[src/rtl/core/assert_macros.svh]
// ----------------------------------------------------------------------------
// Assertion macros shared by the divider RTL.
// Each macro expands to one labeled concurrent assertion on the rising
// clock edge, disabled while reset is high.
// ----------------------------------------------------------------------------
`ifndef ASSERT_MACROS_SVH
`define ASSERT_MACROS_SVH

// The consequent must hold in the same cycle as the antecedent.
`define SDIV_ASSERT_SAME(lbl, ante, cons) \
   lbl: assert property (@(posedge clock) disable iff (reset) (ante) |-> (cons)) \
      else $error("assertion lbl failed");

// The consequent must hold in the cycle after the antecedent.
`define SDIV_ASSERT_NEXT(lbl, ante, cons) \
   lbl: assert property (@(posedge clock) disable iff (reset) (ante) |=> (cons)) \
      else $error("assertion lbl failed");

`endif

[src/rtl/core/sdiv_pkg.sv]
// ----------------------------------------------------------------------------
// sdiv_pkg
// Types and constants shared by the saturating signed divider.
// ----------------------------------------------------------------------------
`timescale 1ns / 1ps
`default_nettype none

package sdiv_pkg;

   // Number of quotient bits below the overflow bit, one per cell.
   localparam int QuotBits = 31;

   // Largest quotient magnitude; overflow saturates to plus or minus this.
   localparam logic [31:0] QuotMaxMag = 32'h7FFF_FFFF;

   // Work carried from cell to cell.
   typedef struct packed {
      logic [31:0]         rem;      // partial remainder, below the divisor
      logic [QuotBits-1:0] lq;       // dividend bits still to enter, quotient bits shifted in
      logic [31:0]         dvs_mag;  // divisor magnitude, 0 to 2^31
      logic                neg;      // operand signs differ
      logic                ovf;      // quotient does not fit
      logic                dbz;      // divisor is zero
   } sdiv_work_type;

endpackage

`default_nettype wire

[src/rtl/core/sdiv_back.sv]
// ----------------------------------------------------------------------------
// sdiv_back
// Applies the sign and the special cases and holds the result register.
// ----------------------------------------------------------------------------
`timescale 1ns / 1ps
`default_nettype none

`include "assert_macros.svh"

module sdiv_back (
   input  logic                  clock,
   input  logic                  reset,
   input  logic                  in_valid,
   output logic                  in_ready,
   input  sdiv_pkg::sdiv_work_type in_work,
   output logic                  out_valid,
   input  logic                  out_ready,
   output logic [31:0]           quotient,
   output logic                  overflow,
   output logic                  divide_by_zero
);
   import sdiv_pkg::*;

   logic        valid_ff;
   logic [31:0] quot_ff;
   logic [31:0] quot_in;
   logic        ovf_ff;
   logic        dbz_ff;
   logic        advance;
   logic [31:0] mag;

   assign advance  = !valid_ff || out_ready;
   assign in_ready = advance;

   always_comb begin
      if (in_work.ovf) begin
         mag = QuotMaxMag;
      end else begin
         mag = {1'b0, in_work.lq};
      end
      if (in_work.dbz) begin
         quot_in = 32'd0;
      end else if (in_work.neg) begin
         quot_in = ~mag + 32'd1;
      end else begin
         quot_in = mag;
      end
   end

   always_ff @(posedge clock) begin
      if (reset) begin
         valid_ff <= 1'b0;
      end else if (advance) begin
         valid_ff <= in_valid;
      end
   end

   always_ff @(posedge clock) begin
      if (advance) begin
         quot_ff <= quot_in;
         ovf_ff  <= in_work.ovf;
         dbz_ff  <= in_work.dbz;
      end
   end

   assign out_valid      = valid_ff;
   assign quotient       = quot_ff;
   assign overflow       = ovf_ff;
   assign divide_by_zero = dbz_ff;

   `SDIV_ASSERT_SAME(a_dbz_result, valid_ff && dbz_ff, quot_ff == 32'd0 && !ovf_ff)
   `SDIV_ASSERT_SAME(a_ovf_saturate, valid_ff && ovf_ff, quot_ff == QuotMaxMag || quot_ff == (~QuotMaxMag + 32'd1))
   `SDIV_ASSERT_SAME(a_no_min_value, valid_ff, quot_ff != 32'h8000_0000)

endmodule

`default_nettype wire

[config.mk]
export PLATFORM = sky130hd
export DESIGN_NAME = sdiv_back
export DESIGN_NICKNAME = d
export VERILOG_FILES = /design/src/rtl/core/sdiv_pkg.sv /design/src/rtl/core/sdiv_back.sv
export VERILOG_INCLUDE_DIRS = /design/src /design/src/rtl/core
export SDC_FILE = /design/constraint.sdc
export NUM_CORES = 1
export LEC_CHECK = 0
export BUFFER_PORTS_ARGS = -buffer_cell sky130_fd_sc_hd__buf_2
export CORE_MARGIN = 2
export CORE_UTILIZATION = 48
export CTS_CLUSTER_DIAMETER = 40
export DETAILED_ROUTE_END_ITERATION = 7
export PLACE_DENSITY = 0.86
export SYNTH_ARGS = -nofsm -noshare
export SYNTH_HDL_FRONTEND = slang
export SYNTH_SLANG_ARGS = --single-unit
[constraint.sdc]
create_clock -name clock -period 8.2 [get_ports clock]
set_input_delay 1.23 -clock clock [delete_from_list [all_inputs] [get_ports clock]]
set_output_delay 1.23 -clock clock [all_outputs]
set_load 0.02 [all_outputs]
==> results.cfg <==
[worst_setup_path]
crit_chain = buf_2 > buf_4 > nor2_1 > ha_1 > or3b_2 > or4_4 > o21ai_1 > mux2_2
worst_ep_required_time_ns = 8.25
cpPeakStageDelay_ns = 0.53
crit_type = primary input to flip-flop
crit_buf_inv = 2
cp_max_fo = 71
crit_family = simple AND/OR/NAND/NOR gates
crit_path_end_kind = flip-flop
critPathSlowestCell = or3b_2
arrival_ns = 3.64
worst_setup_path_start_kind = primary input

[logic_synthesis]
synthArstFlopShare = 0
yosys_warnings = 0
synthesis.area_mm2 = 0.002455
syn_inst = 268
synth_seq_cells = 35
synthDistinctLibCells = 50
syn_nets = 371
yosysSeqAreaShare = 0.4241
ys.flop_type = edfxtp_1
synth-edff-count = 34
avgSynthCellArea_um2 = 9.160

[routing]
ant_nets = 0
drc = 0
drt-total-wl_mm = 6.051
dr.pass1.iters = 4
first_iter_violations = 265
routedWlPerCell_um = 15.17
num_vias = 2346
via_per_inst = 5.880

[finish]
fill_cells = 464
stdcell_count = 399
multi_input_area_mm2 = 0.001325
drive_gt1_frac = 0.3131
regArea_mm2 = 0.001041
finalNetCount = 431
area_delta_synth_final_pct = 20.34
n_antenna_cell = 0
final_core_util = 0.5897

[global_route]
grt_pass1_vias = 2148
grt_overflow = 0
grt_max_degree = 72
grtUsageTotal = 0.2275
antenna_found_initial = 0
grt_first_pass_wirelength_mm = 10.04

[flow_run]
cap_violations = 0

[timing]
slew_headroom = 0.4567
finalCriticalPeriod_ns = 3.596
hold_slack_ns = 0.8793
report.final.hold_viol_count = 0
worst_pin_slew_ns = 0.8150
fin_worst_skew_ns = 0.002248
clock.fmax_ghz = 0.2781
tns_ns = 0
setup_viol = 0
rsz0062_at_grt = false
slew_viol_final = 0
finalCritPeriodShare = 0.4385
timing.final.ws_setup_ns = 4.604

[die]
num_rows = 26
initial_core_util = 0.4900
ioPinCount = 138
coreArea_mm2 = 0.005010
die_w_um = 75.52
dieArea_mm2 = 0.005703
die_y_um = 75.52

[power_and_ir_drop]
p_switching_uw = 135.0
clock_power_share = 0.323
switching_share = 0.2831
ir_drop_uv = 87.28
power_density_mw_per_mm2 = 161.4
p_seq_frac = 0.458
leakage_uw = 0.001149
intPower_uw = 341.7
p_comb_frac = 0.219

[clock_tree]
clock_latency_ns = 0.29
cts_buffers = 5
htree_num_levels = 2
cts_tree = yes
hold_buffers = 0
clkSinkCount = 35
root_buffer = clkbuf_8
cts_max_path_buffers = 2
post_cts_resized = 0
cts_setup_buffers = 0
clk_pin_slew_ns = 0.07

[outcome]
status = complete, no violations

[placed_design]
place_hpwl_mm = 4.234
dp.cells = 391
place_ws_ns = 4.312
port_buffers = 73
gp_congestion = 0.8793

[worst_hold_path]
hold_path.class = flip-flop to flip-flop
[final timing paths]
kind	start	to	slack, ns	cells after the start
worst max register to register	out_valid	quotient[29]	7.09	2
worst min-delay path	out_valid	quotient[19]	0.88	2
worst max-delay path	in_work[1]	quotient[22]	4.60	8
worst min register to register	out_valid	quotient[19]	0.88	2
[state kept, by name, indices dropped and copies added (netlist names)]
signal	count
quotient	32
divide_by_zero	1
out_valid	1
overflow	1
[through the flow]
stage	area (um2)	power [uW]
after floorplan	2455	288.5
after global placement	2841	324.0
after detailed placement	2841	326.1
after CTS	2954	479.8
after global routing	2954	498.1
final	2954	476.7
[tightest hold or removal path, delay by kind of cell, from the launching register on]
family | cells | cell delay (ns)
buffers and inverters | 1 | 0.26
AND/OR/NAND/NOR | 1 | 0.06
flip-flops | 1 | 0.35
[metal layers]
| layer | track usage | vias to the layer above | share of wire |
|---|---|---|---|
| met5 | 0 | - | 0 |
| met4 | 0.04094 | 0 | 0.0051 |
| met3 | 0.05423 | 4 | 0.069 |
| met2 | 0.3671 | 82 | 0.47 |
| met1 | 0.3173 | 1093 | 0.45 |
| li1 | - | 1167 | - |
[placed cells by master (no fill, tap or decap), types with 3 or more instances in the layout]
cell and n:
a211oi_1 3, nand3_1 4, clkbuf_8 5, o31a_1 4
mux2_2 9, a2111o_1 3, a21oi_1 8, nor4_1 11
buf_2 73, nor2_1 54, or2_2 3, mux2i_1 4
nor3_1 25, edfxtp_1 34, nand4_1 6, xnor2_1 3
o31ai_1 4, nand4b_1 3, a31oi_1 6, o41ai_1 3
or3_1 6, or4_1 8, o21ai_0 7, nand2_1 3
[power groups by stage]
stage          registers [uW]  clock network (uW)  logic (uW)
6_report                  219                 154         104
5_1_grt                   221                 162         116
4_1_cts                   219                 157         104
3_5_place_dp              222                   0         104
3_3_place_gp              222                   0         102
2_1_floorplan             245                   0        43.4
[synthesized netlist by cell type (3+ instances only)]
master    number  area share
nor2_1        54       0.083
edfxtp_1      34        0.42
nor3_1        25       0.051
clkbuf_1      18       0.028
nor4_1        11       0.028
mux2_2         9       0.041
a21oi_1        8       0.016
or4_1          8       0.024
o21ai_0        7       0.014
a31oi_1        6       0.015
nand4_1        6       0.015
or3_1          6       0.015
mux2i_1        4       0.016
nand3_1        4      0.0082
o31a_1         4       0.014
o31ai_1        4       0.012
a2111o_1       3       0.014
a211oi_1       3      0.0092
buf_1          3      0.0046
nand2_1        3      0.0046
nand2b_1       3      0.0076
nand4b_1       3       0.011
o41ai_1        3       0.011
or2_2          3      0.0076
xnor2_1        3       0.011
[logic make-up (layout without fill, tap and decap cells)]
| logic type | after synthesis | count (layout) | share of synthesized area |
|---|---|---|---|
| fa+ha+maj | 1 | 1 | 0.005096 |
| xor+xnor | 3 | 3 | 0.01071 |
| flops | 35 | 35 | 0.4241 |
| buf+inv | 24 | 85 | 0.03720 |
| simple gates | 138 | 138 | 0.3043 |
| mux | 14 | 14 | 0.06218 |
| compound gates | 53 | 53 | 0.1565 |
[area by class of cell]
| type | count | area share |
|---|---|---|
| clock buffer | 5 | 0.02330 |
| clock inverter | 3 | 0.01482 |
| inverter | 2 | 0.002541 |
| multi-input combinational | 209 | 0.4485 |
| sequential | 35 | 0.3524 |
| tap | 70 | 0.02965 |
| timing repair buffer | 75 | 0.1288 |
No activity file was read; power rests on OpenSTA's default activity.
