==> src/rtl/core/assert_macros.svh <==
// ----------------------------------------------------------------------------
// Assertion macros shared by the divider RTL.
// Each macro expands to one labeled concurrent assertion on the rising
// clock edge, disabled while reset is high.
// ----------------------------------------------------------------------------
`ifndef ASSERT_MACROS_SVH
`define ASSERT_MACROS_SVH

// The consequent must hold in the same cycle as the antecedent.
`define SDIV_ASSERT_SAME(lbl, ante, cons) \
   lbl: assert property (@(posedge clock) disable iff (reset) (ante) |-> (cons)) \
      else $error("assertion lbl failed");

// The consequent must hold in the cycle after the antecedent.
`define SDIV_ASSERT_NEXT(lbl, ante, cons) \
   lbl: assert property (@(posedge clock) disable iff (reset) (ante) |=> (cons)) \
      else $error("assertion lbl failed");

`endif

==> src/rtl/core/sdiv_pkg.sv <==
// ----------------------------------------------------------------------------
// sdiv_pkg
// Types and constants shared by the saturating signed divider.
// ----------------------------------------------------------------------------
`timescale 1ns / 1ps
`default_nettype none

package sdiv_pkg;

   // Number of quotient bits below the overflow bit, one per cell.
   localparam int QuotBits = 31;

   // Largest quotient magnitude; overflow saturates to plus or minus this.
   localparam logic [31:0] QuotMaxMag = 32'h7FFF_FFFF;

   // Work carried from cell to cell.
   typedef struct packed {
      logic [31:0]         rem;      // partial remainder, below the divisor
      logic [QuotBits-1:0] lq;       // dividend bits still to enter, quotient bits shifted in
      logic [31:0]         dvs_mag;  // divisor magnitude, 0 to 2^31
      logic                neg;      // operand signs differ
      logic                ovf;      // quotient does not fit
      logic                dbz;      // divisor is zero
   } sdiv_work_type;

endpackage

`default_nettype wire

==> src/rtl/core/sdiv_cell.sv <==
// ----------------------------------------------------------------------------
// sdiv_cell
// One restoring division step: decides one quotient bit per item.
// ----------------------------------------------------------------------------
`timescale 1ns / 1ps
`default_nettype none

`include "assert_macros.svh"

module sdiv_cell (
   input  logic                  clock,
   input  logic                  reset,
   input  logic                  in_valid,
   output logic                  in_ready,
   input  sdiv_pkg::sdiv_work_type in_work,
   output logic                  out_valid,
   output sdiv_pkg::sdiv_work_type out_work,
   input  logic                  out_ready
);
   import sdiv_pkg::*;

   logic          valid_ff;
   sdiv_work_type work_ff;
   sdiv_work_type work_in;
   logic          advance;
   logic [32:0]   shifted;
   logic [33:0]   diff;
   logic          fits;

   assign advance  = !valid_ff || out_ready;
   assign in_ready = advance;

   // Bring down the next dividend bit and try to subtract the divisor.
   always_comb begin
      shifted         = {in_work.rem, in_work.lq[QuotBits-1]};
      diff            = {1'b0, shifted} - {2'b00, in_work.dvs_mag};
      fits            = !diff[33];
      work_in         = in_work;
      work_in.rem     = fits ? diff[31:0] : shifted[31:0];
      work_in.lq      = {in_work.lq[QuotBits-2:0], fits};
   end

   always_ff @(posedge clock) begin
      if (reset) begin
         valid_ff <= 1'b0;
      end else if (advance) begin
         valid_ff <= in_valid;
      end
   end

   always_ff @(posedge clock) begin
      if (advance) begin
         work_ff <= work_in;
      end
   end

   assign out_valid = valid_ff;
   assign out_work  = work_ff;

   `SDIV_ASSERT_NEXT(a_cell_hold, valid_ff && !out_ready, valid_ff && $stable(work_ff))

endmodule

`default_nettype wire

==> config.mk <==
export PLATFORM = sky130hd
export DESIGN_NAME = sdiv_cell
export DESIGN_NICKNAME = d
export VERILOG_FILES = /design/src/rtl/core/sdiv_pkg.sv /design/src/rtl/core/sdiv_cell.sv
export VERILOG_INCLUDE_DIRS = /design/src /design/src/rtl/core
export SDC_FILE = /design/constraint.sdc
export NUM_CORES = 1
export LEC_CHECK = 0
export BUFFER_PORTS_ARGS = -buffer_cell sky130_fd_sc_hd__buf_2
export CAP_MARGIN = 20
export CORE_AREA = 2 2 103 125
export DETAILED_ROUTE_END_ITERATION = 8
export DIE_AREA = 0 0 105 127
export HOLD_SLACK_MARGIN = 0.03
export PLACE_DENSITY = 0.85
export SKIP_LAST_GASP = 1
export SLEW_MARGIN = 25
export SYNTH_ARGS = -nofsm -noshare
export SYNTH_HDL_FRONTEND = slang
export SYNTH_SLANG_ARGS = --single-unit
==> constraint.sdc <==
create_clock -name clock -period 5.15 [get_ports clock]
set_clock_uncertainty 0.15 [all_clocks]
set_input_delay 0.2575 -clock clock [delete_from_list [all_inputs] [get_ports clock]]
set_output_delay 0.2575 -clock clock [all_outputs]
set_load 0.05 [all_outputs]
==> results of run 1 <==
==> sequential cells by signal, summed over array words and instances, names as in the netlist <==
register,flops
out_valid,1
out_work,98
==> layout make-up <==
| class | instances | area share [%] |
|---|---|---|
| clock buffers | 9 | 3.00 |
| clock inverters | 7 | 0.817 |
| inverters | 41 | 2.05 |
| multi-input cells | 276 | 29.2 |
| flip-flops and latches | 99 | 39.5 |
| well taps | 161 | 2.69 |
| repair buffers | 270 | 22.7 |
==> worst max-delay path by stage <==
stage	end	slack (ns)	cells after the start
4_1_cts	out_work[67]	1.09	12
2_1_floorplan	out_work[0]	1.31	1
5_1_grt	out_work[68]	0.89	12
3_3_place_gp	out_work[67]	1.42	11
6_report	out_work[68]	1.07	12
3_5_place_dp	out_work[67]	1.26	11
==> synthesized netlist by cell type, drive strengths merged (2+ instances only) <==
library cell  number  area, µm²
ha                32        400
a211oi             5       37.5
inv               41        154
a41oi              2       17.5
a21boi             3       22.5
or3                3       18.8
xnor2             17        149
nor4               2       12.5
mux2              27        398
a21oi             33        169
o21bai             4       33.8
o211ai             3       22.5
and3               5       31.3
buf                8       82.6
or2                3       18.8
nor3               4       20.0
mux2i              6       60.1
a21o               7       53.8
xor2               7       61.3
nor2b              3       18.8
and4               2       18.8
nand2b             6       37.5
o21ai             17       85.1
nand3              6       30.0
edfxtp            98       2940
nand2             25       93.8
o31ai              6       45.0
a31oi              3       33.8
o21a               6       45.0
nand4              6       37.5
nor2              18       67.6
==> metal layers <==
layer / track usage [%] / routed length, µm / vias to the layer above
met5: 0 / 0 / -
met3: 4.64 / 1050 / 28
met4: 8.63 / 323 / 0
met2: 41.1 / 7890 / 218
li1: - / - / 2133
met1: 24.0 / 5420 / 2108
==> kinds of logic after synthesis <==
group                      after synthesis  share of synthesized area (%)
adders and majority gates               33                           7.81
xor gates and xnor gates                24                           3.90
muxes                                   33                           8.50
and+or+nand+nor                         85                           7.85
DFF                                     99                           55.0
AOI/OAI and AO/OA                      101                           12.5
buffers and inverters                   49                           4.39
==> per-stage QoR <==
stage	hold WS (ns)	utilization [%]
floorplan	0.177	-
global placement	0.260	54.5
CTS	0.0672	62.5
detailed placement	0.272	54.5
global route	0.0694	62.5
finish	0.0753	62.5
==> what timing repair did <==
item,CTS,global route
hold endpoints to repair,66,0
hold buffers,67,0
setup buffers,0,0
==> worst max-delay path: stages <==
cell,delay [ns]
dlygate4sd3_1,0.52
buf_2,0.11
inv_1,0.04
ha_1,0.46
and3_1,0.36
nand3_1,0.14
or4_4,0.56
o21bai_2,0.16
a21oi_2,0.09
a31oi_4,0.68
buf_12,0.27
mux2_2,0.35
==> power by group through the flow <==
stage	combinational (mW)	clock, mW	sequential [mW]
floorplan	0.311	0	1.37
detailed placement	0.835	0	1.04
global route	0.932	0.685	1.03
global placement	0.818	0	1.04
finish	0.883	0.648	1.02
CTS	0.878	0.660	1.02
==> impl_metrics.yaml, run 1 <==
run_status:
  status: "completed"
routing:
  drc: 0
  drt_iter0_markers: 336
  ant_nets: 0
  drt-vias-per-instance: 5.20
  post_drt_wl_per_cell_um: 17.0
  dr.pass1.iters: 5
  wl_um: 14700
  vias: 4487
global_route:
  grt.total_usage_pct: 21.9
  grt_pass1_vias: 4582
  grt_max_degree: 60
  grt_first_pass_wirelength_um: 23000
  overflow: 0
  antenna_found_initial: 0
synth:
  avgSynthCellArea_um2: 12.7
  syn_area_um2: 5390
  synth_nets: 559
  ys_seq_area_share_pct: 55.0
  postSynthRegisterBits: 99
  synth_cell_types: 55
  yosys_warnings: 0
  async_flop_share_pct: 0
  yosys_most_used_dff: "edfxtp_1"
  synth_enable_flop_cells: 98
  synthCells: 424
layout:
  area_growth_pct: 39.3
  regArea_um2: 2960
  layout-drive-gt1-share_pct: 36.3
  multi_input_area_um2: 2190
  final_common_cell: "buf_2"
  finalNonFillerCells: 863
  nets: 832
  num_antenna_cells: 0
  stdcell_area_um2: 7500
  n_fill_cell: 936
  most-common-layout-cells: "buf_2, edfxtp_1, dlygate4sd3_1"
pwr:
  p_leak_nw: 3.45
  p_sw_share_pct: 36.1
  clock_power_share_pct: 25.4
  seqPwrFrac_pct: 40.1
  ir_drop_mv: 0.157
  p_int_mw: 1.63
  p_switching_uw: 922
  p_comb_share_pct: 34.6
  p_per_area_nw_per_um2: 340
  p_total_mw: 2.55
timing:
  fin_ws_ns: 1.07
  tns_ns: 0
  worstMarginPinSlew_ns: 0.828
  rsz0062_at_grt: "false"
  slew_headroom_pct: 44.8
  max_freq_ghz: 0.245
  period_needed_ns: 4.08
  hold_viol: 0
  setup_viol: 0
  period_share_pct: 79.2
  drv_slew: 0
setup_path:
  rr_endpoint: "out_work[57]"
  crit_required_ns: 5.09
  cp-startpoint: "in_work[24]"
  crit_type: "in -> reg"
  worstRegToRegCells: 2
  cp.arrival_ns: 4.02
  end_kind: "flop"
  crit_path_start_kind: "input pin"
  reg2reg_slack_ns: 3.10
  crit_fanout: 17
  r2r-start: "out_valid"
hold_path:
  hp-class: "in -> reg"
  min_path_cells: 2
  min-delay-start: "in_work[71]"
  hold_end: "out_work[72]"
place:
  io_buffers: 201
  post_dp_cell_area_um2: 6550
  preCtsSetupSlack_ns: 1.26
  hpwl_um: 10500
  place.gp.congestion: 0.954
  dp.cells: 780
die:
  core_um2: 12000
  dieArea_um2: 13300
  die_h_um: 127
  initial_core_util_pct: 44.9
  pin_count: 202
  row_count: 44
  fp.dieW_um: 105
clocking:
  clkSinkCount: 99
  clk_pin_slew_ns: 0.08
  cts_root_buffer: "clkbuf_16"
  insertion_delay_ns: 0.34
  cts_resized: 0
  tritoncts: "done"
  cts_buffers: 9
  ctsLongestPathBuffers: 2
  cts_max_level: 3
job:
  maxCapViolCount: 0
Power figures use the tool's default switching activity.
==> run 2, diff against run 1 <==
- ABC_AREA: unset -> 1
- CORE_AREA: 2 2 103 125 -> 2 2 110 133
- DIE_AREA: 0 0 105 127 -> 0 0 112 135
- PLACE_DENSITY: 0.85 -> 0.83
- clock period: 5.15 -> 4.1 ns (I/O delays scaled with it)
==> impl_metrics.yaml, run 2 <==
run_status:
  status: "completed"
setup_path:
  end_kind: "flop"
  crit_required_ns: 4.03
  crit_path_start_kind: "input pin"
  crit_type: "in -> reg"
  crit_fanout: 34
  worstRegToRegCells: 3
  cp.arrival_ns: 2.87
synth:
  syn_area_um2: 6120
  synth_nets: 877
  yosys.area.top_type_share_pct: 48.1
  synthCells: 742
  yosysMostFrequentCell: "nand2_1"
  yosys_warnings: 0
  yosysTopAreaCell: "edfxtp_1"
  async_flop_share_pct: 0
  synthTopCellsByCount: "nand2_1, inv_1, edfxtp_1, nand3_1, nor2_1"
  yosys_most_used_dff: "edfxtp_1"
  synth_cell_types: 31
  avgSynthCellArea_um2: 8.24
  postSynthRegisterBits: 99
  synth_area_leaders: "edfxtp_1, nand2_1, inv_1"
  ys_seq_area_share_pct: 48.4
  synth_enable_flop_cells: 98
layout:
  final_common_cell: "nand2_1"
  nets: 1168
  layout-drive-gt1-share_pct: 24.1
  largest_reg_flops: 98
  most-common-layout-cells: "nand2_1, buf_2, inv_1"
  area_growth_pct: 37.7
  n_fill_cell: 1251
  num_antenna_cells: 0
clocking:
  clk_pin_slew_ns: 0.06
  clkSinkCount: 99
  cts_buffers: 9
  tritoncts: "done"
  cts_root_buffer: "clkbuf_16"
  cts_setup_buffers: 0
  insertion_delay_ns: 0.34
  ctsLongestPathBuffers: 2
  cts_max_level: 3
  cts_resized: 0
routing:
  drc: 0
  drt-vias-per-instance: 4.73
  ant_nets: 0
  vias: 5724
  dr.pass1.iters: 5
  wl_um: 17400
  post_drt_wl_per_cell_um: 14.4
  drt_iter0_markers: 257
timing:
  period_needed_ns: 2.94
  setup_viol: 0
  period_share_pct: 71.6
  rsz0062_at_grt: "false"
  holdWs_ns: 0.0404
  max_freq_ghz: 0.340
  slew_headroom_pct: 48.9
  drv_slew: 0
  worstMarginPinSlew_ns: 0.766
  tns_ns: 0
  hold_viol: 0
place:
  place.gp.congestion: 0.917
  hpwl_um: 12900
  io_buffers: 201
die:
  die_h_um: 135
  dieArea_um2: 15100
  initial_core_util_pct: 44.4
  fp.dieW_um: 112
  row_count: 47
  pin_count: 202
  core_um2: 13800
global_route:
  grt.total_usage_pct: 22.7
  grt_first_pass_wirelength_um: 27200
  overflow: 0
  antenna_found_initial: 0
  grt_max_degree: 58
  grt_pass1_vias: 5738
hold_path:
  min_path_cells: 3
  hp-class: "in -> reg"
pwr:
  p_leak_nw: 4.46
  p_per_area_nw_per_um2: 376
  ir_drop_mv: 0.304
job:
  maxCapViolCount: 0
[run 2: changes by cell type after synthesis, sizes merged, moves of 17 or more]
cell,change
nand2,+246
nand3,+66
inv,+106
mux2,-27
xnor2,-17
nor2,+26
[run 2: area by class of cell]
class	count	area, µm²	area share, %
clock buffer	10	229	2.72
clock inverter	6	48.8	0.580
inverter	147	552	6.55
multi-input combinational	487	2530	30.1
sequential	99	2960	35.2
tap	171	214	2.54
timing repair buffer	289	1880	22.3
[run 2: stage by stage]
step	cell area (µm²)	power (mW)	util [%]	instances	setup WS [ns]
final	8420	3.16	61.2	1209	1.16
after global routing	8420	3.31	61.2	1209	1.00
after CTS	8420	3.19	61.2	1209	1.17
after detailed placement	7290	2.32	53.0	1108	1.35
after global placement	7290	2.30	53.0	1108	1.41
after floorplan	6120	2.07	-	742	0.313
[run 2: cell families after synthesis]
group / after synthesis / share of synthesized area (%)
buf+inv: 156 / 10.2
simple gates: 415 / 30.1
flops: 99 / 48.4
fa+ha+maj: 33 / 6.87
xor+xnor: 15 / 2.15
compound gates: 24 / 2.15
[run 2: critical path, stage by stage]
cell	delay [ns]
dlygate4sd3_1	0.54
buf_2	0.12
inv_1	0.04
ha_1	0.37
nand2_2	0.14
inv_2	0.04
nand2_1	0.06
nand3_1	0.10
a21oi_2	0.19
nor2_1	0.09
nor2_4	0.43
nand2_8	0.31
nand2_1	0.12
o21ai_0	0.09
[run 2: final timing paths]
check	startpoint	end	slack (ns)
max	in_work[23]	out_work[66]	1.16
min	in_work[78]	out_work[79]	0.04
max reg2reg	out_valid	out_valid	2.20
min reg2reg	out_valid	out_work[38]	0.98
[run 2: repair_timing]
item | in CTS | in global routing
hold endpoints to repair | 84 | 0
hold buffers | 85 | 0
setup endpoints to repair | 0 | 0
[run 2: power breakdown]
part | internal [mW] | leakage (nW) | switching (mW)
sequential | 1.24 | 1.03 | 0.0287
clock | 0.418 | 0.131 | 0.383
combinational | 0.313 | 3.30 | 0.775
[run 2: per-layer routing]
metal / track usage [%] / share of wire, % / vias to the layer above
met5: 0 / 0 / -
met4: 9.82 / 3.0 / 0
met3: 3.59 / 4.4 / 31
met2: 42.5 / 52 / 179
met1: 25.4 / 41 / 2585
li1: - / - / 2929
