## config.mk

```make
export PLATFORM = sky130hd
export DESIGN_NAME = sdiv_front
export DESIGN_NICKNAME = d
export VERILOG_FILES = /design/src/rtl/core/assert_macros.svh /design/src/rtl/core/sdiv_pkg.sv /design/src/rtl/core/sdiv_front.sv
export SDC_FILE = /design/constraint.sdc
export NUM_CORES = 1
export LEC_CHECK = 0
export BUFFER_PORTS_ARGS = -buffer_cell sky130_fd_sc_hd__buf_4
export CAP_MARGIN = 20
export CORE_MARGIN = 3
export CORE_UTILIZATION = 50
export CTS_CLUSTER_SIZE = 10
export DETAILED_ROUTE_END_ITERATION = 8
export GPL_TIMING_DRIVEN = 0
export PLACE_DENSITY = 0.75
export SYNTH_ARGS = -nofsm -noshare
export SYNTH_HDL_FRONTEND = slang
export SYNTH_SLANG_ARGS = --single-unit
```

## constraint.sdc

```tcl
create_clock -name clock -period 4 [get_ports clock]
set_clock_uncertainty 0.05 [all_clocks]
set_input_delay 0.4 -clock clock [delete_from_list [all_inputs] [get_ports clock]]
set_output_delay 0.4 -clock clock [all_outputs]
set_load 0.005 [all_outputs]
```

## src/rtl/core/assert_macros.svh

```systemverilog
// ----------------------------------------------------------------------------
// Assertion macros shared by the divider RTL.
// Each macro expands to one labeled concurrent assertion on the rising
// clock edge, disabled while reset is high.
// ----------------------------------------------------------------------------
`ifndef ASSERT_MACROS_SVH
`define ASSERT_MACROS_SVH

// The consequent must hold in the same cycle as the antecedent.
`define SDIV_ASSERT_SAME(lbl, ante, cons) \
   lbl: assert property (@(posedge clock) disable iff (reset) (ante) |-> (cons)) \
      else $error("assertion lbl failed");

// The consequent must hold in the cycle after the antecedent.
`define SDIV_ASSERT_NEXT(lbl, ante, cons) \
   lbl: assert property (@(posedge clock) disable iff (reset) (ante) |=> (cons)) \
      else $error("assertion lbl failed");

`endif

```

## src/rtl/core/sdiv_pkg.sv

```systemverilog
// ----------------------------------------------------------------------------
// sdiv_pkg
// Types and constants shared by the saturating signed divider.
// ----------------------------------------------------------------------------
`timescale 1ns / 1ps
`default_nettype none

package sdiv_pkg;

   // Number of quotient bits below the overflow bit, one per cell.
   localparam int QuotBits = 31;

   // Largest quotient magnitude; overflow saturates to plus or minus this.
   localparam logic [31:0] QuotMaxMag = 32'h7FFF_FFFF;

   // Work carried from cell to cell.
   typedef struct packed {
      logic [31:0]         rem;      // partial remainder, below the divisor
      logic [QuotBits-1:0] lq;       // dividend bits still to enter, quotient bits shifted in
      logic [31:0]         dvs_mag;  // divisor magnitude, 0 to 2^31
      logic                neg;      // operand signs differ
      logic                ovf;      // quotient does not fit
      logic                dbz;      // divisor is zero
   } sdiv_work_type;

endpackage

`default_nettype wire

```

## src/rtl/core/sdiv_front.sv

```systemverilog
// ----------------------------------------------------------------------------
// sdiv_front
// Takes operand magnitudes, then checks for overflow and seeds the remainder.
// ----------------------------------------------------------------------------
`timescale 1ns / 1ps
`default_nettype none

module sdiv_front (
   input  logic                  clock,
   input  logic                  reset,
   input  logic                  in_valid,
   output logic                  in_ready,
   input  logic [63:0]           dividend,
   input  logic [31:0]           divisor,
   output logic                  out_valid,
   output sdiv_pkg::sdiv_work_type out_work,
   input  logic                  out_ready
);
   import sdiv_pkg::*;

   logic          a_valid_ff;
   logic [63:0]   a_mag_dvd_ff;
   logic [31:0]   a_mag_dvs_ff;
   logic          a_neg_ff;
   logic          a_dbz_ff;
   logic          b_valid_ff;
   sdiv_work_type b_work_ff;
   sdiv_work_type b_work_in;
   logic          a_advance;
   logic          b_advance;
   logic [32:0]   hi_part;

   assign b_advance = !b_valid_ff || out_ready;
   assign a_advance = !a_valid_ff || b_advance;
   assign in_ready  = a_advance;

   // The overflow test compares the dividend bits above bit 30 with the divisor.
   always_comb begin
      hi_part           = a_mag_dvd_ff[63:31];
      b_work_in.rem     = hi_part[31:0];
      b_work_in.lq      = a_mag_dvd_ff[QuotBits-1:0];
      b_work_in.dvs_mag = a_mag_dvs_ff;
      b_work_in.neg     = a_neg_ff;
      b_work_in.dbz     = a_dbz_ff;
      b_work_in.ovf     = !a_dbz_ff && (hi_part >= {1'b0, a_mag_dvs_ff});
   end

   always_ff @(posedge clock) begin
      if (reset) begin
         a_valid_ff <= 1'b0;
         b_valid_ff <= 1'b0;
      end else begin
         if (a_advance) begin
            a_valid_ff <= in_valid;
         end
         if (b_advance) begin
            b_valid_ff <= a_valid_ff;
         end
      end
   end

   always_ff @(posedge clock) begin
      if (a_advance) begin
         a_mag_dvd_ff <= dividend[63] ? (~dividend + 64'd1) : dividend;
         a_mag_dvs_ff <= divisor[31] ? (~divisor + 32'd1) : divisor;
         a_neg_ff     <= dividend[63] ^ divisor[31];
         a_dbz_ff     <= (divisor == 32'd0);
      end
      if (b_advance) begin
         b_work_ff <= b_work_in;
      end
   end

   assign out_valid = b_valid_ff;
   assign out_work  = b_work_ff;

endmodule

`default_nettype wire

```

==> qor.csv, run 1 <==
stage,metric,value,unit
synthesis,synth_top_area_share,66.3,%
sta,period_share,70.0,%
critical_path,ff2ff_setup_slack,1.84,ns
job,cap_violations,0,
min_path,min_path_type,input pin to flop,
drt,highest_layer,met4,
sta,totalNegativeSetupSlack,0,ns
placed_design,gp_congestion,0.902,
pwr,power,5.01,mW
clock_network,cts.sinks,198,
die,start_util,51.2,%
clock_network,post_cts_resized,0,
synthesis,seq_area_frac_synth,66.7,%
sta,hold_slack,0.0735,ns
die,rows,48,
die,die_x,139,microns
die,die_area,0.0194,sq mm
sta,min_period,2.80,ns
drt,met1Wirelength,8520,microns
synthesis,synthTopCellsByArea,"edfxtp_1, xnor2_1, ha_1",
clock_network,cts_buffers,17,
critical_path,crit_path_start_kind,input pin,
drt,drc_errors,0,
synthesis,yosys_warnings,0,
synthesis,synthDistinctLibCells,42,
finish,fillers,1260,
sta,relSlewSlack,46.3,%
placed_design,hpwl,16000,microns
global_routing,grt_start_max_net_pins,61,
drt,met3_length,1600,microns
synthesis,synth_top_area_cell,edfxtp_1,
critical_path,critical_path_arrival,2.92,ns
finish,drive_above_1_share,29.5,%
outcome,status,finished clean,
synthesis,synthesis.nets,755,
die,core,0.0174,sq mm
global_routing,first_global_vias,6113,
finish,final_core_util,65.1,%
sta,setup_viol,0,
critical_path,reg2reg_from,a_mag_dvd_ff[33],
finish,synthToLayoutAreaGrowth,27.1,%
clock_network,cts_tree,built,
global_routing,grt_pass1_wl,32900,microns
min_path,holdCritStartpoint,reset,
clock_network,htreeDepth,4,
global_routing,grt_usage,21.9,%
clock_network,insertion_delay,0.43,ns
drt,wl_met2,10800,microns
clock_network,ctsHoldBuffers,0,
die,die_y,139,microns
pwr,ir_worst_vdd,0.344,mV
drt,avgViaCountPerCell,5.65,
global_routing,grt_overflow,0,
critical_path,cp.required,4.12,ns
pwr,p_leak,4.41,nW
synthesis,synth_seq_cells,198,
synthesis,syn_avg_cell_area,14.3,sq um
critical_path,worstRegToRegCells,6,
synthesis,synth_ff_type,edfxtp_1,
sta,fmax,357,MHz
global_routing,antenna_found_initial,0,
finish,nNetsFinal,973,
clock_network,clockBufferDepth,2,
clock_network,cts_setup_buffers,0,
drt,wl_per_cell,19.8,microns
drt,first_pass_iters,7,
drt,vias,6086,
synthesis,syn_inst,621,
drt,drt_wl_total,21400,microns
synthesis,syn-cell-area,0.00888,sq mm
critical_path,r2r-end,out_work[1],
critical_path,endpoint_kind,flop,
finish,fin_cells,1077,
critical_path,crit_path_max_fanout,10,
placed_design,portBuffers,197,
min_path,hold_depth,2,
sta,finalHoldViolations,0,
synthesis,async_flop_share,0,%
pwr,powerDensity,443,mW/mm^2
synthesis,synth_edf_count,196,
min_path,hold_end,a_valid_ff,
critical_path,worstSetupPathType,input pin to flop,
sta,slew_viol_final,0,
die,io_pins,200,
sta,rsz0062_at_grt,no,
clock_network,clk_pin_slew_worst_paths,0.08,ns
clock_network,cts_root_buf,clkbuf_16,
placed_design,dp_cells,1045,
sta,tightest_slew,0.798,ns
drt,first_iter_violations,680,
finish,antenna_cells,0,
drt,ant_nets,0,
-- critical path: stages --
cell and delay, ns:
buf_4 0.12, or4_1 0.61, nor4b_4 0.45, nand4bb_1 0.42, buf_2 0.34, o41ai_1 0.47
xnor2_1 0.11
-- state kept, by name, indices dropped and copies added, names as in the netlist --
name	flops
out_work	98
a_mag_dvd_ff	64
a_mag_dvs_ff	32
a_dbz_ff	1
a_neg_ff	1
a_valid_ff	1
out_valid	1
-- how the worst max path moves through the flow --
stage | start | endpoint | slack, ns | cells after the start
floorplan | out_ready | a_dbz_ff | 0.76 | 2
global placement | out_ready | in_ready | -0.43 | 4
detailed placement | dividend[17] | a_mag_dvd_ff[51] | 0.81 | 7
CTS | dividend[17] | a_mag_dvd_ff[51] | 1.27 | 7
global route | dividend[17] | a_mag_dvd_ff[51] | 1.06 | 7
finish | dividend[17] | a_mag_dvd_ff[51] | 1.20 | 7
-- cell families after synthesis --
family	synth area share, %
xor gates and xnor gates	8.97
adders and majority gates	4.79
and+or+nand+nor	8.96
DFF	66.7
AOI/OAI and AO/OA	8.09
buffers and inverters	2.48
-- report_power, final --
group          switching [mW]  internal (mW)  leakage [nW]  total [mW]
combinational           0.309          0.351          2.04       0.660
clock                   0.808          0.888         0.288        1.70
sequential              0.101           2.55          2.09        2.65
-- per-stage QoR --
| step | worst slack [ns] | cell area, sq um |
|---|---|---|
| after floorplan | 0.760 | 8880 |
| after global placement | -0.429 | 10600 |
| after detailed placement | 0.810 | 10700 |
| after CTS | 1.27 | 11300 |
| after global routing | 1.06 | 11300 |
| final | 1.20 | 11300 |
-- synth_stat cells, drive strengths merged (3+ instances only) --
cell	n
edfxtp	196
xnor2	90
inv	40
nand2	39
ha	34
o21ai	29
o41ai	28
o31ai	24
clkbuf	16
or4	16
a21oi	15
or3	15
nor2	11
nor3	11
nor4	8
or2	8
nand4	6
nand3	5
and4	3
nand2b	3
nor4b	3
-- layout make-up --
class                   instances  area [sq um]  area share, %
plain buffers                  18          70.1          0.620
clock buffers                  17           425           3.77
clock inverters                15           159           1.41
inverters                      40           153           1.35
multi-input cells             365          2740           24.3
flip-flops and latches        198          5930           52.5
well taps                     225           282           2.49
repair buffers                199          1530           13.6
-- layout by cell type, fill, tap and decap left out, types with 13 or more instances in the layout --
cell         n
or4_1       13
inv_1       39
nand2_1     38
o41ai_1     27
a21oi_1     15
o21ai_0     28
o31ai_1     24
buf_4      197
clkbuf_16   17
ha_1        34
xnor2_1     90
edfxtp_1   196
clkbuf_1    16
or3_1       15
-- per-layer routing --
layer / global-route usage (%) / vias up
met5: 0 / -
li1: - / 2814
met2: 37.3 / 280
met1: 28.0 / 2956
met4: 7.67 / 0
met3: 4.60 / 36
Note: power is estimated with default switching activity, not from simulation.
==> inputs of run 2 (changes only) <==
==> constraint.sdc (replaced) <==
create_clock -name clock -period 2.9 [get_ports clock]
set_clock_uncertainty 0.05 [all_clocks]
set_input_delay 0.29 -clock clock [delete_from_list [all_inputs] [get_ports clock]]
set_output_delay 0.29 -clock clock [all_outputs]
set_load 0.005 [all_outputs]
==> run 2 against run 1 <==
  * Total power grew 36%
  * Design area about the same
  * Sequential share of layout area is essentially flat
  * Utilization barely moved
  * Worst setup slack lost 1.0 ns
  * First-iteration DRC count down 14%
  * Critical path type unchanged
  * Highest routed layer unchanged
==> qor.csv, run 2 (synthesis results as in run 1) <==
stage,metric,value,unit,change
outcome,status,finished clean,,
finish,fin_cells,1080,,+0.28%
sta,min_period,2.73,ns,
clock_network,cts_buffers,17,,unchanged
global_routing,first_global_vias,6145,,+0.52%
critical_path,critPathTopFamily,buffers and inverters,,
drt,ant_nets,0,,unchanged
sta,fmax,366,MHz,
drt,drt_wl_total,21100,microns,-1.1%
job,cap_violations,0,,unchanged
sta,finalHoldViolations,0,,unchanged
global_routing,grt_pass1_wl,32600,microns,-1.0%
die,die_area,0.0194,sq mm,unchanged
drt,drc_errors,0,,unchanged
global_routing,antenna_found_initial,0,,unchanged
finish,final_cell_mix,"buf_4, edfxtp_1, xnor2_1, inv_1, nand2_1",,
die,start_util,51.2,%,unchanged
placed_design,gp_congestion,0.917,,+1.6%
sta,tightest_slew,0.741,ns,-0.0571 ns
finish,final_common_cell,buf_4,,
critical_path,cp.required,3.03,ns,-1.09 ns
drt,first_iter_violations,587,,-14%
global_routing,grt_usage,21.7,%,-0.19 points
critical_path,critical_path_arrival,2.86,ns,-0.06 ns
placed_design,hpwl,15700,microns,-1.9%
die,die_y,139,microns,unchanged
placed_design,portBuffers,197,,unchanged
finish,final_area,0.0113,sq mm,about the same
global_routing,grt_start_max_net_pins,68,,+11%
min_path,min_path_type,input pin to flop,,
sta,totalNegativeSetupSlack,0,ns,unchanged
clock_network,htreeDepth,4,,unchanged
global_routing,grt_overflow,0,,unchanged
clock_network,cts_root_buf,clkbuf_16,,
finish,final_core_util,65.1,%,about the same
critical_path,critPathBufInv,3,,+1
sta,period_share,94.1,%,
clock_network,cts.sinks,198,,unchanged
critical_path,crit_path_start_kind,input pin,,
critical_path,endpoint_kind,flop,,
sta,relSlewSlack,50.1,%,+3.8 points
clock_network,clk_pin_slew_worst_paths,0.07,ns,about the same
drt,vias,6068,,-0.30%
finish,synthToLayoutAreaGrowth,27.2,%,about the same
critical_path,crit_chain,"dlygate4sd3_1, buf_4, nor2_1, nand4b_1, nand4bb_1, buf_2, o41ai_1, xnor2_1",,
finish,nNetsFinal,977,,+0.41%
die,core,0.0174,sq mm,unchanged
critical_path,crit_slowest_cell,nand4bb_1,,
pwr,powerDensity,601,mW/mm^2,+36%
critical_path,crit_path_max_fanout,10,,unchanged
die,die_x,139,microns,unchanged
finish,antenna_cells,0,,unchanged
critical_path,slowest_delay,0.55,ns,-0.06 ns
pwr,ir_worst_vdd,0.441,mV,+28%
drt,first_pass_iters,5,,-2
drt,wl_per_cell,19.6,microns,-1.4%
placed_design,placed_area,0.0107,sq mm,unchanged
critical_path,worstSetupPathType,input pin to flop,,
pwr,p_leak,4.40,nW,-0.17%
clock_network,insertion_delay,0.44,ns,about the same
sta,setup_viol,0,,unchanged
sta,slew_viol_final,0,,unchanged
clock_network,cts_tree,built,,
clock_network,clockBufferDepth,2,,unchanged
finish,largest_register_ffs,98,,unchanged
drt,avgViaCountPerCell,5.62,,-0.57%
die,io_pins,200,,unchanged
die,rows,48,,unchanged
sta,rsz0062_at_grt,no,,
finish,drive_above_1_share,29.0,%,-0.45 points
placed_design,dp_cells,1045,,unchanged
==> run 2: area by class of cell <==
cell class	instances	area [sq um]
inverters	40	153
clock inverters	14	123
well taps	225	282
multi-input cells	365	2740
fillers	1252	6060
plain buffers	18	70.1
flip-flops and latches	198	5930
clock buffers	17	425
repair buffers	203	1570
==> run 2: stage by stage <==
step,setup slack [ns],power [mW],hold WS (ns)
2_1_floorplan,0.0207,4.05,0.312
3_3_place_gp,-0.743,4.58,0.351
3_5_place_dp,-0.109,4.62,0.355
4_1_cts,0.252,6.83,0.0839
5_1_grt,0.0103,7.06,0.0958
6_report,0.171,6.79,0.100
==> run 2: repair_timing <==
item / in CTS / in global routing
gates resized for setup: 0 / 0
hold endpoints to repair: 4 / 0
setup buffers: 0 / 0
hold buffers: 4 / 0
==> run 2: final timing paths <==
kind                    start               end  slack, ns  depth (start not counted)
max               dividend[0]  a_mag_dvd_ff[51]       0.17                          8
min              dividend[19]  a_mag_dvd_ff[19]       0.10                          2
max reg2reg  a_mag_dvd_ff[31]       out_work[1]       0.74                          7
min reg2reg  a_mag_dvd_ff[13]      out_work[48]       0.37                          0
==> run 2: power breakdown <==
group | total, mW | leakage [nW] | switching [mW] | internal (mW)
Clock | 2.23 | 0.262 | 1.11 | 1.12
Sequential | 3.65 | 2.09 | 0.137 | 3.52
Combinational | 0.911 | 2.06 | 0.423 | 0.488
Total | 6.79 | 4.40 | 1.67 | 5.12
==> run 2: routing by layer <==
layer | wire [microns] | track usage [%] | up-vias
met1 | 8320 | 27.5 | 2909
met2 | 10700 | 37.0 | 296
met3 | 1650 | 4.67 | 42
met5 | 0 | 0 | -
met4 | 516 | 8.03 | 0
li1 | - | - | 2821
